### src/rtl/gtwm_pkg.sv
`default_nettype none
package gtwm_pkg;

  // Fixed field widths
  localparam int BYTE_W    = 8;
  localparam int COUNT_W   = 24;
  localparam int LEN_W     = 5;
  localparam int CFG_W     = 64;
  localparam int CFG_IDX_W = 2;
  localparam int PAT_SLOTS = 16;
  localparam int SLOT_W    = 4;

  localparam logic [COUNT_W-1:0] COUNT_MAX = {COUNT_W{1'b1}};

  // Configuration register indexes
  localparam logic [CFG_IDX_W-1:0] REG_PAT_FIRST = 2'd0;
  localparam logic [CFG_IDX_W-1:0] REG_PAT_LAST  = 2'd1;
  localparam logic [CFG_IDX_W-1:0] REG_PAT_LEN   = 2'd2;

  // Special characters
  localparam logic [BYTE_W-1:0] CH_NUL     = 8'h00;
  localparam logic [BYTE_W-1:0] CH_TAB     = 8'd9;
  localparam logic [BYTE_W-1:0] CH_NL      = 8'h0A;
  localparam logic [BYTE_W-1:0] CH_SPACE   = 8'h20;
  localparam logic [BYTE_W-1:0] CH_UPPER_A = 8'h41;
  localparam logic [BYTE_W-1:0] CH_UPPER_Z = 8'h5A;
  localparam logic [BYTE_W-1:0] FOLD_DELTA = 8'd32;

  // Byte classes
  localparam logic [1:0] KIND_CHAR = 2'd0;
  localparam logic [1:0] KIND_GAP  = 2'd1;
  localparam logic [1:0] KIND_END  = 2'd2;

  // Classified byte as it travels from front to back
  typedef struct packed {
    logic              start;
    logic [1:0]        kind;
    logic [BYTE_W-1:0] ch;
  } item_t;

  // Fold A..Z to lower case, everything else unchanged
  function automatic logic [BYTE_W-1:0] fold(input logic [BYTE_W-1:0] c);
    if (c >= CH_UPPER_A && c <= CH_UPPER_Z) begin
      return c + FOLD_DELTA;
    end
    return c;
  endfunction

endpackage
`default_nettype wire

### src/rtl/gtwm_front.sv
`default_nettype none
module gtwm_front (
  input  wire logic                      clk,
  input  wire logic                      rst,
  input  wire logic                      in_valid,
  output logic                           in_ready,
  input  wire logic [7:0]                text_byte,
  input  wire logic                      stream_start,
  output gtwm_pkg::item_t                item,
  output logic                           item_valid,
  input  wire logic                      item_ready
);
  import gtwm_pkg::*;

  logic  held;
  item_t slot;
  item_t slot_next;

  // Classify the incoming byte
  always_comb begin
    slot_next.start = stream_start;
    slot_next.ch    = fold(text_byte);
    if (text_byte == CH_NUL) begin
      slot_next.kind = KIND_END;
    end else if (text_byte == CH_SPACE || text_byte == CH_TAB || text_byte == CH_NL) begin
      slot_next.kind = KIND_GAP;
    end else begin
      slot_next.kind = KIND_CHAR;
    end
  end

  assign in_ready   = !held || item_ready;
  assign item_valid = held;
  assign item       = slot;

  // Stage register
  always_ff @(posedge clk) begin
    if (rst) begin
      held <= 1'b0;
    end else if (in_ready) begin
      held <= in_valid;
    end
  end

  always_ff @(posedge clk) begin
    if (in_valid && in_ready) begin
      slot <= slot_next;
    end
  end

endmodule
`default_nettype wire

### src/rtl/gtwm_queue.sv
`default_nettype none
module gtwm_queue (
  input  wire logic            clk,
  input  wire logic            rst,
  input  gtwm_pkg::item_t      push_item,
  input  wire logic            push_valid,
  output logic                 push_ready,
  output gtwm_pkg::item_t      pop_item,
  output logic                 pop_valid,
  input  wire logic            pop_ready
);
  import gtwm_pkg::*;

  localparam int DEPTH = 2;

  item_t      entries [DEPTH];
  logic       wr_ptr;
  logic       rd_ptr;
  logic [1:0] fill;
  logic       push;
  logic       pop;

  assign push_ready = (fill != 2'(DEPTH));
  assign pop_valid  = (fill != 2'd0);
  assign pop_item   = entries[rd_ptr];
  assign push       = push_valid && push_ready;
  assign pop        = pop_valid && pop_ready;

  // Pointers and fill level
  always_ff @(posedge clk) begin
    if (rst) begin
      wr_ptr <= 1'b0;
      rd_ptr <= 1'b0;
      fill   <= 2'd0;
    end else begin
      if (push) begin
        wr_ptr <= ~wr_ptr;
      end
      if (pop) begin
        rd_ptr <= ~rd_ptr;
      end
      case ({push, pop})
        2'b10:   fill <= fill + 2'd1;
        2'b01:   fill <= fill - 2'd1;
        default: fill <= fill;
      endcase
    end
  end

  // Storage
  always_ff @(posedge clk) begin
    if (push) begin
      entries[wr_ptr] <= push_item;
    end
  end

`ifndef SYNTHESIS
  a_fill_bound: assert property (@(posedge clk) disable iff (rst)
    fill <= 2'(DEPTH))
    else $error("queue fill above depth");
  a_no_overflow: assert property (@(posedge clk) disable iff (rst)
    (fill == 2'(DEPTH) && !pop) |=> fill == 2'(DEPTH))
    else $error("queue lost an entry while full");
  a_ptr_track: assert property (@(posedge clk) disable iff (rst)
    (fill == 2'd0) |-> (wr_ptr == rd_ptr))
    else $error("queue pointers disagree when empty");
`endif

endmodule
`default_nettype wire

### src/rtl/gtwm_back.sv
`default_nettype none
module gtwm_back #(
  parameter int MAX_PATTERN = 16
) (
  input  wire logic                              clk,
  input  wire logic                              rst,
  input  wire logic                              cfg_write,
  input  wire logic [gtwm_pkg::CFG_IDX_W-1:0]    cfg_index,
  input  wire logic [gtwm_pkg::CFG_W-1:0]        cfg_data,
  input  gtwm_pkg::item_t                        item,
  input  wire logic                              item_valid,
  output logic                                   item_ready,
  output logic                                   out_valid,
  input  wire logic                              out_ready,
  output logic                                   match_now,
  output logic [gtwm_pkg::COUNT_W-1:0]           match_total,
  output logic                                   stopped
);
  import gtwm_pkg::*;

  localparam int WIN_DEPTH = MAX_PATTERN - 1;
  localparam int SEEN_W    = $clog2(MAX_PATTERN);
  localparam int LW        = (SEEN_W > LEN_W) ? SEEN_W : LEN_W;
  localparam int LEN_CAP   = (MAX_PATTERN < PAT_SLOTS) ? MAX_PATTERN : PAT_SLOTS;
  localparam int CMP_N     = (WIN_DEPTH < PAT_SLOTS - 1) ? WIN_DEPTH : PAT_SLOTS - 1;

  // Configuration registers
  logic [CFG_W-1:0] pat_first;
  logic [CFG_W-1:0] pat_last;
  logic [LEN_W-1:0] pat_len;

  // Stream state
  logic [BYTE_W-1:0]  recent [WIN_DEPTH];
  logic [SEEN_W-1:0]  seen;
  logic [COUNT_W-1:0] count;
  logic               ended;

  logic [BYTE_W-1:0]  pat [PAT_SLOTS];
  logic [BYTE_W-1:0]  tgt [CMP_N];
  logic [LEN_W-1:0]   len_eff;
  logic [LW-1:0]      len_m1;
  logic [SEEN_W-1:0]  seen_base;
  logic [COUNT_W-1:0] count_base;
  logic               ended_base;
  logic               take_char;
  logic               hit;
  logic               window_ok;
  logic [SEEN_W-1:0]  seen_next;
  logic [COUNT_W-1:0] count_next;
  logic               ended_next;
  logic               pop;

  always_ff @(posedge clk) begin
    if (rst) begin
      pat_first <= '0;
      pat_last  <= '0;
      pat_len   <= LEN_W'(1);
    end else if (cfg_write) begin
      unique case (cfg_index)
        REG_PAT_FIRST: pat_first <= cfg_data;
        REG_PAT_LAST:  pat_last  <= cfg_data;
        REG_PAT_LEN:   pat_len   <= cfg_data[LEN_W-1:0];
        default:       ;
      endcase
    end
  end

  // Folded pattern characters
  always_comb begin
    for (int k = 0; k < PAT_SLOTS / 2; k++) begin
      pat[k]                 = fold(pat_first[k*BYTE_W +: BYTE_W]);
      pat[k + PAT_SLOTS / 2] = fold(pat_last[k*BYTE_W +: BYTE_W]);
    end
  end

  // Effective length: zero reads as one, clamp to the smaller of MAX_PATTERN and the slot count
  always_comb begin
    if (pat_len == '0) begin
      len_eff = LEN_W'(1);
    end else if (pat_len > LEN_W'(LEN_CAP)) begin
      len_eff = LEN_W'(LEN_CAP);
    end else begin
      len_eff = pat_len;
    end
    len_m1 = LW'(len_eff) - LW'(1);
  end

  // Window entry k is compared with pattern character len-2-k
  always_comb begin
    logic [LEN_W-1:0] idx;
    for (int k = 0; k < CMP_N; k++) begin
      idx    = len_eff - LEN_W'(2) - LEN_W'(k);
      tgt[k] = pat[idx[SLOT_W-1:0]];
    end
  end

  // A start of stream clears the state before this byte
  assign seen_base  = item.start ? '0 : seen;
  assign count_base = item.start ? '0 : count;
  assign ended_base = item.start ? 1'b0 : ended;
  assign take_char  = !ended_base && item.kind == KIND_CHAR;

  // Compare every window position at once
  always_comb begin
    logic [LEN_W-1:0] last_idx;
    last_idx  = len_eff - LEN_W'(1);
    window_ok = 1'b1;
    for (int k = 0; k < CMP_N; k++) begin
      if ((LW'(k) < len_m1) && (recent[k] != tgt[k])) begin
        window_ok = 1'b0;
      end
    end
    hit = take_char && (LW'(seen_base) >= len_m1) &&
          (item.ch == pat[last_idx[SLOT_W-1:0]]) && window_ok;
  end

  // Next state
  always_comb begin
    seen_next  = seen_base;
    count_next = count_base;
    ended_next = ended_base || (!ended_base && item.kind == KIND_END);
    if (take_char && seen_base != SEEN_W'(WIN_DEPTH)) begin
      seen_next = seen_base + SEEN_W'(1);
    end
    if (hit && count_base != COUNT_MAX) begin
      count_next = count_base + COUNT_W'(1);
    end
  end

  assign item_ready = !out_valid || out_ready;
  assign pop        = item_valid && item_ready;

  always_ff @(posedge clk) begin
    if (rst) begin
      seen      <= '0;
      count     <= '0;
      ended     <= 1'b0;
      out_valid <= 1'b0;
    end else begin
      if (item_ready) begin
        out_valid <= item_valid;
      end
      if (pop) begin
        seen  <= seen_next;
        count <= count_next;
        ended <= ended_next;
      end
    end
  end

  // Character window: newest character in entry 0
  always_ff @(posedge clk) begin
    if (pop && take_char) begin
      recent[0] <= item.ch;
      for (int j = 1; j < WIN_DEPTH; j++) begin
        recent[j] <= recent[j-1];
      end
    end
  end

  // Output register
  always_ff @(posedge clk) begin
    if (pop) begin
      match_now   <= hit;
      match_total <= count_next;
      stopped     <= ended_next;
    end
  end

`ifndef SYNTHESIS
  a_no_hit_when_ended: assert property (@(posedge clk) disable iff (rst)
    (pop && ended && !item.start) |-> !hit)
    else $error("match reported after end of text");
  a_count_steps: assert property (@(posedge clk) disable iff (rst)
    (pop && hit && !item.start && count != COUNT_MAX) |=> count == $past(count) + COUNT_W'(1))
    else $error("count did not advance on a match");
  a_start_clears: assert property (@(posedge clk) disable iff (rst)
    (pop && item.start) |=> count <= COUNT_W'(1))
    else $error("stream start did not clear the count");
  a_out_matches_state: assert property (@(posedge clk) disable iff (rst)
    $past(pop) |-> (match_total == count && stopped == ended))
    else $error("output register disagrees with state");
`endif

endmodule
`default_nettype wire

### src/rtl/gap_tolerant_word_match_counter_top.sv
// Gap-tolerant word match counter.
// Counts overlapping, case-insensitive occurrences of a configured word of
// 1 to 16 characters in a byte stream; space, tab and newline bytes are
// skipped wherever they appear. A zero byte stops counting until a byte
// arrives with stream_start set, which clears window, count and stop flag.
// Input channel: in_valid/in_ready carry text_byte and stream_start.
// Output channel: out_valid/out_ready carry one result per input byte:
// match_now, match_total (saturating at 2^24-1) and stopped.
// Configuration: cfg_write with cfg_index 0/1 loads pattern characters
// 0-7 / 8-15 (character 0 in the low byte), index 2 loads the length.
// Write only while no transaction is in flight.
// Throughput: one byte per cycle while out_ready is high; a classify
// register, a two-entry queue and the result register together hold up to
// four transactions, and the window compare checks all positions at once.
// A byte passes the classify register, the queue and the result register,
// in that order, before out_valid rises for its result.
// When the receiver stalls, the result register holds, the queue fills and
// in_ready drops after the pipeline is full; nothing is dropped.
// Reset clears the stream state, sets the pattern to zeros with length 1.
`default_nettype none
module gap_tolerant_word_match_counter_top #(
  parameter int MAX_PATTERN = 16
) (
  input  wire logic                            clk,
  input  wire logic                            rst,
  input  wire logic                            cfg_write,
  input  wire logic [gtwm_pkg::CFG_IDX_W-1:0]  cfg_index,
  input  wire logic [gtwm_pkg::CFG_W-1:0]      cfg_data,
  input  wire logic                            in_valid,
  output logic                                 in_ready,
  input  wire logic [7:0]                      text_byte,
  input  wire logic                            stream_start,
  output logic                                 out_valid,
  input  wire logic                            out_ready,
  output logic                                 match_now,
  output logic [gtwm_pkg::COUNT_W-1:0]         match_total,
  output logic                                 stopped
);
  import gtwm_pkg::*;

  item_t front_item;
  logic  front_valid;
  logic  front_ready;
  item_t back_item;
  logic  back_valid;
  logic  back_ready;

  // Classify stage
  gtwm_front u_front (
    .clk          (clk),
    .rst          (rst),
    .in_valid     (in_valid),
    .in_ready     (in_ready),
    .text_byte    (text_byte),
    .stream_start (stream_start),
    .item         (front_item),
    .item_valid   (front_valid),
    .item_ready   (front_ready)
  );

  // Decoupling queue
  gtwm_queue u_queue (
    .clk        (clk),
    .rst        (rst),
    .push_item  (front_item),
    .push_valid (front_valid),
    .push_ready (front_ready),
    .pop_item   (back_item),
    .pop_valid  (back_valid),
    .pop_ready  (back_ready)
  );

  // Window match and counting
  gtwm_back #(
    .MAX_PATTERN (MAX_PATTERN)
  ) u_back (
    .clk         (clk),
    .rst         (rst),
    .cfg_write   (cfg_write),
    .cfg_index   (cfg_index),
    .cfg_data    (cfg_data),
    .item        (back_item),
    .item_valid  (back_valid),
    .item_ready  (back_ready),
    .out_valid   (out_valid),
    .out_ready   (out_ready),
    .match_now   (match_now),
    .match_total (match_total),
    .stopped     (stopped)
  );

endmodule
`default_nettype wire
### config.mk
export PLATFORM = sky130hd
export DESIGN_NAME = gap_tolerant_word_match_counter_top
export DESIGN_NICKNAME = d
export VERILOG_FILES = /design/src/rtl/gtwm_pkg.sv /design/src/rtl/gtwm_front.sv /design/src/rtl/gtwm_queue.sv /design/src/rtl/gtwm_back.sv /design/src/rtl/gap_tolerant_word_match_counter_top.sv
export SDC_FILE = /design/constraint.sdc
export NUM_CORES = 1
export LEC_CHECK = 0
export BUFFER_PORTS_ARGS = -buffer_cell sky130_fd_sc_hd__buf_2
export CAP_MARGIN = 20
export CORE_UTILIZATION = 45
export CTS_CLUSTER_DIAMETER = 40
export DETAILED_ROUTE_END_ITERATION = 10
export PLACE_DENSITY = 0.65
export REMOVE_ABC_BUFFERS = 1
export SLEW_MARGIN = 20
export SYNTH_ARGS = -nofsm -noshare
export SYNTH_HDL_FRONTEND = slang
export SYNTH_SLANG_ARGS = --single-unit
### constraint.sdc
create_clock -name clk -period 8.5 [get_ports clk]
set_clock_uncertainty 0.2 [all_clocks]
set_input_delay 0.85 -clock clk [delete_from_list [all_inputs] [get_ports clk]]
set_output_delay 0.85 -clock clk [all_outputs]
set_load 0.005 [all_outputs]
# [Yosys cells after proc, flatten, opt, wreduce, memory -nomap -nowiden]
# Memories as Yosys holds them, arrays and structs flattened. A register that Yosys moved wholly into a read port is not among the register bits.
# Cells that the tools add are included.
[totals] wordCells=357 input_bits=80 reg_bits=205 ram_bits=142 output_inout_bits=28 memories=2
[op_classes] n_mux=129 n_addsub=37 order_cmp=67 bitwise=18 reduce_logical=60 n_eq_ne=27
[mem_list] memory="u_back.recent" words=15 word_bits=8 rd=15 rd_clocked_by_memory_dff=0 wr=15 line="gtwm_back.sv:33" rtl="logic [BYTE_W-1:0] recent [WIN_DEPTH];"
[mem_list] memory="u_queue.entries" words=2 word_bits=11 rd=1 rd_clocked_by_memory_dff=1 wr=1 line="gtwm_queue.sv:16" rtl="item_t entries [DEPTH];"
[op_table] operator="two-way mux 8 bit" count=66
[op_table] operator="binary-select mux 8 bit (select 4 bit)" count=16
[op_table] operator="adder 8 x 6 -> 8 bit (second input constant)" count=17
[op_table] operator="greater-or-equal comparator 8 x 7 -> 1 bit (second input constant)" count=17
[op_table] operator="less-or-equal comparator 8 x 7 -> 1 bit (second input constant)" count=17
[op_table] operator="!= test 8 bit" count=15
[op_table] operator="greater-or-equal comparator 5 bit (second input constant)" count=16
[op_table] operator="NOT 4 -> 5 bit" count=16
[op_table] operator="two-way mux 24 bit" count=2
[op_table] operator="logical AND 1 bit" count=43
[op_table] operator="two-way mux 1 bit" count=40
[op_table] operator="< comparator 4 x 5 -> 1 bit (first input constant)" count=7
[op_table] operator="subtractor 4 bit (second input constant)" count=7
[op_table] operator="adder 24 x 1 -> 24 bit (second input constant)" count=1
[op_table] operator="!= test 24 bit (second input constant)" count=1
[op_table] operator="< comparator 3 x 5 -> 1 bit (first input constant)" count=4
[op_table] operator="== test 8 x 4 -> 1 bit (second input constant)" count=2
[op_table] operator="subtractor 4 x 3 -> 4 bit (second input constant)" count=4
[op_table] operator="subtractor 4 x 2 -> 4 bit (second input constant)" count=3
[op_table] operator="< comparator 1 x 5 -> 1 bit (first input constant)" count=2
[op_table] operator="< comparator 2 x 5 -> 1 bit (first input constant)" count=2
[op_table] operator="two-way mux 5 bit" count=2
[op_table] operator="== test 8 x 6 -> 1 bit (second input constant)" count=1
[op_table] operator="== test 8 bit" count=1
[op_table] operator="21 further kinds" count=36

# [Depth between registers and ports, before layout]
# Gate-level depths: netlist of the first run.
[logic_depth] word_depth=28 depth_mapped=26

# [Cells and area by module]
# Synthesis of the first run repeated with hierarchy kept, for this count alone.
[unflattened] hier_cells=2651 area_unflattened_um2=24557.3
[modules_own_cells] mod="gtwm_back" instances=1 seq_area_each_um2=7647.3 area_per_inst_um2=23029.6 cells_per_inst=2557
[modules_own_cells] mod="gtwm_queue" instances=1 seq_area_each_um2=760.7 area_per_inst_um2=1012.2 cells_per_inst=58
[modules_own_cells] mod="gtwm_front" instances=1 seq_area_each_um2=350.3 area_per_inst_um2=515.5 cells_per_inst=36

# [Worst setup path before layout of the first run]
# OpenSTA, ideal clock, no wires.
[synth_timing] path_kind="in2reg" startpoint="in out_ready" endpoint="mem u_back.recent[0][0] (enable)" n_path_buf=2 setup_slack_ps=1171 setup_time_ps=601 arrival_time_ps=6528 stages=5 required_time_ps=7699 cell_sequence="nand2b_1 > o21ai_1 > clkbuf_1 > buf_1 > nor2_1"
[synth_rtl] element="from (decl)" line="gap_tolerant_word_match_counter_top.sv:34" rtl="input wire logic out_ready,"
[synth_rtl] element="to (decl)" line="gtwm_back.sv:33"

# [Worst setup path in the final report of the first run]
[layout_timing] startpoint="reg u_back.pat_len[3]" endpoint="reg u_back.match_total[19] (netlist name) (data pin)"
[layout_between] elab_chain_len=28 word_cells_on_any_way=151 cone_classes="add/sub (16); order compare (17); eq/ne (16); mux (66); bitwise (16); reduce/logical (20)"
[layout_lines] element="from (decl)" line="gtwm_back.sv:30" rtl="logic [LEN_W-1:0] pat_len;"
[layout_lines] element="from (signal assigned)" line="gtwm_back.sv:62" rtl="REG_PAT_LEN: pat_len <= cfg_data[LEN_W-1:0];"
[layout_lines] element="> comparator 5 bit" line="gtwm_back.sv:80" rtl="end else if (pat_len > LEN_W'(LEN_CAP)) begin"
[layout_lines] element="two-way mux 5 bit" line="gtwm_back.sv:80"
[layout_lines] element="two-way mux 5 bit (*)" line="gtwm_back.sv:78" rtl="if (pat_len == '0) begin"
[layout_lines] element="subtractor 4 x 2 -> 4 bit" line="gtwm_back.sv:92" rtl="idx = len_eff - LEN_W'(2) - LEN_W'(k);"
[layout_lines] element="subtractor 4 x 1 -> 4 bit / NOT 4 -> 5 bit (equally long branches)" line="gtwm_back.sv:92, gtwm_back.sv:93"
[layout_lines] element="NOT 4 -> 5 bit (not written as such) / binary-select mux 8 bit (select 4 bit) (equally long branches)" line="gtwm_back.sv:93" rtl="tgt[k] = pat[idx[SLOT_W-1:0]];"
[layout_lines] element="binary-select mux 8 bit (select 4 bit) / two-way mux 8 bit (equally long branches)" line="gtwm_back.sv:93"
[layout_lines] element="two-way mux 8 bit (not written as such)" line="gtwm_back.sv:93"
[layout_lines] element="two-way mux 8 bit (not written as such) / != test 8 bit (equally long branches)" line="gtwm_back.sv:93, gtwm_back.sv:109"
[layout_lines] element="!= test 8 bit / logical AND 1 bit (equally long branches)" line="gtwm_back.sv:109" rtl="if ((LW'(k) < len_m1) && (recent[k] != tgt[k])) begin"
[layout_lines] element="logical AND 1 bit / two-way mux 1 bit (equally long branches)" line="gtwm_back.sv:109"
[layout_lines] element="two-way mux 1 bit (14 in series)" line="gtwm_back.sv:109"
[layout_lines] element="logical AND 1 bit (*)" line="gtwm_back.sv:114" rtl="(item.ch == pat[last_idx[SLOT_W-1:0]]) && window_ok;"
[layout_lines] element="logical AND 1 bit (*)" line="gtwm_back.sv:125" rtl="if (hit && count_base != COUNT_MAX) begin"
[layout_lines] element="two-way mux 24 bit (*)" line="gtwm_back.sv:125"
[layout_lines] element="via u_back.count_next[19]" line="gtwm_back.sv:49" rtl="logic [COUNT_W-1:0] count_next;"
[layout_lines] element="to (signal assigned)" line="gtwm_back.sv:165" rtl="match_total <= count_next;"
[layout_lines] element="to (decl)" line="gtwm_back.sv:16" rtl="output logic [gtwm_pkg::COUNT_W-1:0] match_total,"
# The timed path passes the listed nets; every way through them passes the cells marked *. The select of a mux whose other input is x is not followed.
# A chain may end at the register's enable or synchronous reset.

==> impl_metrics.toml, run 1 <==
[power_and_ir_drop]
p_seq_frac = 0.358
swShare = 0.331
combPwrFrac = 0.219
p_int_mw = 4.07
leakage_nw = 10.4
ir_worst_vdd_mv = 0.194
power_density_mw_per_mm2 = 210
clock_power_share = 0.423
switchingPower_mw = 2.02

[routing]
drtIter0Drc = 3159
avgViaCountPerCell = 6.97
wl_per_cell_um = 33.6
drcViolationCount = 0
ant_nets = 0
firstDrtPassIters = 7
vias = 25200
routed_wl_um = 121000

[floorplan]
die_y_um = 240
pin_count = 108
rows = 86
initial_utilization = 0.458
design.die.area_mm2 = 0.0574
fp.coreArea_mm2 = 0.0554
die_x_um = 240

[timing]
setup-tns-final_ns = 0
setup_violations = 0
drv_slew = 0
fin_crit_sh = 0.907
max_freq_mhz = 130
hold_violations = 0
rsz0062_at_grt = "false"
worst_pin_slew_ns = 1.24
setup_slack_ns = 0.792
fin_crit_ns = 7.71
relSlewSlack = 0.162

[cts]
cts_root_buf = "clkbuf_16"
clockBufferDepth = 3
ctsResizeCount = 0
cts_sinks = 348
insertion_delay_ns = 0.65
clk_pin_slew_ns = 0.06
cts_tree = "yes"
cts_setup_buffers = 0
postCtsHoldBufs = 0
numCtsBuffers = 56
h-tree-depth = 2

[global_routing]
grt_max_degree = 90
grtUsageMet2 = 0.625
grt_usage = 0.418
globalRouteMet1Util = 0.529
grt_util_met3 = 0.0959
grt_overflow = 0
grt_pass1_vias = 23500
gr-max-usage-layer = "met2"
grt_pass1_wl_um = 170000
antenna_found_initial = 3

[flow_run]
max_cap_viol_count = 0

[finish]
final_nets = 2925
drive_above_1_share = 0.173
area_delta_synth_final_pct = 13.9

[worst_setup_path]
start_kind = "flop"
endpoint_kind = "flop"
arrival_ns = 7.87
required_ns = 8.66
crit_fanout = 24
worstSetupPathType = "flop to flop"

[place]
place_ws_ns = 1.03
gp_congestion = 1.06
port_buffers = 107
dp_hpwl_um = 92700

[yosys]
synth_edf_count = 179
synth-seq-cells = 348
synth_flop_cell = "edfxtp_1"
synth_seq_area_share = 0.345
synth_cell_types = 97
synth_area_per_cell_um2 = 9.20
synth_cells = 2758
async_flop_share = 0
yosysWarnings = 0
syn_area_mm2 = 0.0254

[outcome]
status = "completed"

[worst_hold_path]
min_path_type = "input pin to flop"
power by group through the flow:
stage | Sequential, mW | Clock (mW) | Combinational (mW)
3_5_place_dp | 2.20 | 0 | 1.28
3_3_place_gp | 2.20 | 0 | 1.27
6_report | 2.18 | 2.58 | 1.33
5_1_grt | 2.18 | 2.66 | 1.40
4_1_cts | 2.17 | 2.59 | 1.29
2_1_floorplan | 2.14 | 0 | 0.782
synth_stat cells, types with 14 or more instances:
| cell type | n | area share |
|---|---|---|
| nor2_1 | 151 | 0.022 |
| a221oi_1 | 19 | 0.0066 |
| edfxtp_1 | 179 | 0.21 |
| o22ai_1 | 28 | 0.0069 |
| o31ai_1 | 18 | 0.0053 |
| or2_2 | 24 | 0.0059 |
| mux4_2 | 109 | 0.097 |
| nand2b_1 | 38 | 0.0094 |
| a211o_1 | 19 | 0.0066 |
| a211oi_1 | 27 | 0.0080 |
| dfxtp_1 | 169 | 0.13 |
| or3_1 | 31 | 0.0076 |
| nand2_1 | 418 | 0.062 |
| clkbuf_1 | 131 | 0.019 |
| and3_1 | 14 | 0.0035 |
| mux2i_1 | 145 | 0.057 |
| a22oi_1 | 25 | 0.0074 |
| mux2_2 | 18 | 0.0080 |
| nor2b_1 | 23 | 0.0057 |
| xnor2_1 | 84 | 0.029 |
| inv_1 | 57 | 0.0084 |
| nor3_1 | 61 | 0.012 |
| buf_1 | 30 | 0.0044 |
| xor2_1 | 64 | 0.022 |
| nand4_1 | 24 | 0.0059 |
| a21oi_1 | 225 | 0.044 |
| a21o_1 | 14 | 0.0041 |
| o211ai_1 | 56 | 0.017 |
| and2_1 | 20 | 0.0049 |
| o21ai_0 | 71 | 0.014 |
| nand3_1 | 55 | 0.011 |
| or4_1 | 26 | 0.0077 |
| o221ai_1 | 20 | 0.0069 |
| ha_1 | 35 | 0.017 |
| buf_2 | 18 | 0.0035 |
| nor4_1 | 36 | 0.0089 |
| nand3b_1 | 16 | 0.0047 |
| a31oi_1 | 26 | 0.0064 |
metrics by stage:
step	instances	utilization	area [um2]	total power [mW]	hold WS (ns)
6_report	3606	0.522	28900	6.08	0.244
4_1_cts	3605	0.522	28900	6.05	0.232
5_1_grt	3605	0.522	28900	6.24	0.257
3_3_place_gp	3500	0.483	26700	3.47	0.225
2_1_floorplan	2574	-	24600	2.92	0.221
3_5_place_dp	3500	0.483	26800	3.48	0.241
final cells by class:
class                   instances  area, um2
fillers                      5083      26500
multi-input cells            2164      15700
flip-flops and latches        348       8760
clock buffers                  68       1570
repair buffers                178       1070
well taps                     748        936
clock inverters                37        583
inverters                      62        235
diodes                          1       2.50
final timing paths:
path,from,endpoint,slack (ns),depth (start not counted)
worst max-delay path,u_back.pat_len[3]$_SDFFE_PP0P_,u_back.match_total[19]$_DFFE_PP_,0.79,17
worst min-delay path,cfg_data[12],u_back.pat_first[12]$_SDFFE_PP0P_,0.24,3
worst max register to register,u_back.pat_len[3]$_SDFFE_PP0P_,u_back.match_total[19]$_DFFE_PP_,0.79,17
worst min register to register,u_front.item[0]$_DFFE_PP_,u_queue.entries[0][0]$_DFFE_PP_,0.26,0
registers in the layout, summed over array words and instances (netlist names), 2 cells and up, named ones only:
name	flops
u_front.item	11
u_back.pat_len	5
u_back.seen	4
u_queue.fill	2
u_back.pat_first	64
u_back.recent	120
u_queue.entries	22
u_back.count	24
u_back.pat_last	64
u_back.match_total	24
routing by layer:
layer	wire, um	share of wire
met3	12200	0.10
met1	46800	0.39
met2	52100	0.43
met5	17	0.00014
met4	10300	0.085
critical path, cell delays in order (launching register included):
cell and delay, ns:
dfxtp_1 0.87, or4_4 0.36, nand2_4 0.30, ha_1 1.18, buf_4 0.36, nand2_1 0.07
a211oi_1 0.31, nor2_1 0.13, mux4_2 0.50, xor2_1 0.18, nand3_1 0.14, nor3_1 0.42
nand4_1 0.15, a32o_1 0.25, nor4_4 0.46, nand4_1 0.68, o311ai_0 0.73, nand2_1 0.10
placed cells by master, fill, tap and decap left out, types with 22 or more instances in the layout:
master	instances
nor3_1	61
xnor2_1	81
mux4_2	109
inv_1	56
clkbuf_16	59
dfxtp_1	168
o21ai_0	71
or3_1	31
o211ai_1	56
nor2_1	150
or2_2	24
a31oi_1	26
xor2_1	63
a22oi_1	25
buf_4	72
a211oi_1	27
edfxtp_1	179
or4_1	26
nand4_1	24
a21oi_1	225
buf_2	106
o22ai_1	27
nor2b_1	22
nand2b_1	37
nor4_1	36
ha_1	35
nand2_1	418
nand3_1	55
mux2i_1	144
kinds of logic (layout without fill, tap and decap cells):
family                   count (synthesis)  after routing  share of synthesized area
AND/OR/NAND/NOR                        980            980                      0.188
AO/OA/AOI/OAI                          724            724                      0.195
flip-flops                             348            348                      0.345
multiplexers                           274            274                      0.163
buffers and inverters                  246            345                     0.0385
XOR/XNOR                               151            151                     0.0530
adder cells (fa/ha/maj)                 35             35                     0.0173
other                                    0              1                          0
Power figures use the tool's default switching activity.
==> run 2, diff against run 1 <==
clock period = 9.4 ns   (was 8.5 ns; I/O delays follow)
==> impl_metrics.toml, run 2 (synthesis gave the netlist of run 1 again) <==
[cts]
postCtsHoldBufs = 0
numCtsBuffers = 53
ctsResizeCount = 0
insertion_delay_ns = 0.63
clockBufferDepth = 3
h-tree-depth = 2
cts_setup_buffers = 0
cts_tree = "yes"
clk_pin_slew_ns = 0.06
cts_root_buf = "clkbuf_16"
cts_sinks = 348

[routing]
ant_nets = 0
drtIter0Drc = 3200
wl_per_cell_um = 32.8
avgViaCountPerCell = 6.94
firstDrtPassIters = 6
routed_wl_um = 118000
vias = 25000
drcViolationCount = 0

[global_routing]
grt_max_degree = 83
grt_usage = 0.409
grt_overflow = 0
grt_pass1_vias = 22900
grt_pass1_wl_um = 166000
antenna_found_initial = 4

[worst_setup_path]
start_kind = "flop"
arrival_ns = 8.97
worstSetupPathType = "flop to flop"
endpoint_kind = "flop"
crit_fanout = 39
required_ns = 9.57

[timing]
max_freq_mhz = 114
fin_crit_sh = 0.936
drv_slew = 0
holdWs_ns = 0.253
relSlewSlack = 0.149
rsz0062_at_grt = "false"
setup-tns-final_ns = 0
fin_crit_ns = 8.80
worst_pin_slew_ns = 1.28
hold_violations = 0
setup_violations = 0

[floorplan]
fp.coreArea_mm2 = 0.0554
die_y_um = 240
design.die.area_mm2 = 0.0574
initial_utilization = 0.458
rows = 86
pin_count = 108
die_x_um = 240

[finish]
area_delta_synth_final_pct = 12.7
top_regs = "u_back.recent (120), u_back.pat_first (64), u_back.pat_last (64)"
largest-register = "u_back.recent"
drive_above_1_share = 0.170
final_cell_mix = "418 x nand2_1, 225 x a21oi_1, 179 x edfxtp_1, 168 x dfxtp_1, 150 x nor2_1"
largest_reg_flops = 120
final_nets = 2920
final_cell_area_mm2 = 0.0286
final_util = 0.516
antenna_cells = 0
final_common_cell = "nand2_1"

[place]
port_buffers = 107
dp_hpwl_um = 91200
dpl_cell_area_mm2 = 0.0267
gp_congestion = 1.06

[worst_hold_path]
min_path_type = "flop to flop"

[power_and_ir_drop]
leakage_nw = 10.2
power_density_mw_per_mm2 = 182
fin_total_pwr_mw = 5.21
ir_worst_vdd_mv = 0.218

[outcome]
status = "completed"

[flow_run]
max_cap_viol_count = 0
[run 2: final timing paths]
path	startpoint	end	slack [ns]	cells past startpoint
min reg2reg	u_front.item[6]$_DFFE_PP_	u_queue.entries[1][6]$_DFFE_PP_	0.25	0
max reg2reg	u_back.pat_len[4]$_SDFFE_PP0P_	u_back.match_total[19]$_DFFE_PP_	0.60	17
min	u_front.item[6]$_DFFE_PP_	u_queue.entries[1][6]$_DFFE_PP_	0.25	0
max	u_back.pat_len[4]$_SDFFE_PP0P_	u_back.match_total[19]$_DFFE_PP_	0.60	17
[run 2: critical path, stage by stage, from the launching register on]
cell and delay (ns):
dfxtp_1 0.63, buf_4 0.42, nand2b_1 0.57, nand2_4 0.42, inv_4 0.43, buf_4 0.63
nor2_1 0.23, buf_4 0.24, a22oi_1 0.16, nand2_1 0.19, xor2_1 0.19, or4_1 0.62
nor4_1 1.07, o221ai_1 0.44, a211oi_2 0.52, nand4_1 0.72, o311ai_0 0.68, nand2_1 0.10
[run 2: power by group]
part / internal [mW] / leakage, nW / total, mW / switching [mW]
clock: 1.24 / 0.898 / 2.06 / 0.819
combinational: 0.407 / 6.31 / 1.19 / 0.780
sequential: 1.80 / 3.03 / 1.97 / 0.173
[run 2: area by class of cell]
| class | count | area, um2 |
|---|---|---|
| flip-flops and latches | 348 | 8760 |
| clock inverters | 37 | 473 |
| clock buffers | 63 | 1390 |
| repair buffers | 176 | 1060 |
| multi-input cells | 2164 | 15800 |
| well taps | 748 | 936 |
| fillers | 5040 | 26800 |
| inverters | 62 | 235 |
[run 2: stage by stage]
stage / cells / worst slack (ns)
finish: 3598 / 0.597
global route: 3598 / 0.380
CTS: 3597 / 0.970
detailed placement: 3497 / 0.976
global placement: 3497 / 1.13
floorplan: 2574 / -1.26
[run 2: per-layer routing]
layer,global-route usage,vias to the layer above,wire length (um)
li1,-,10600,-
met1,0.525,12200,45700
met2,0.608,1683,50200
met3,0.0988,431,12500
met4,0.273,2,9840
met5,0,-,14
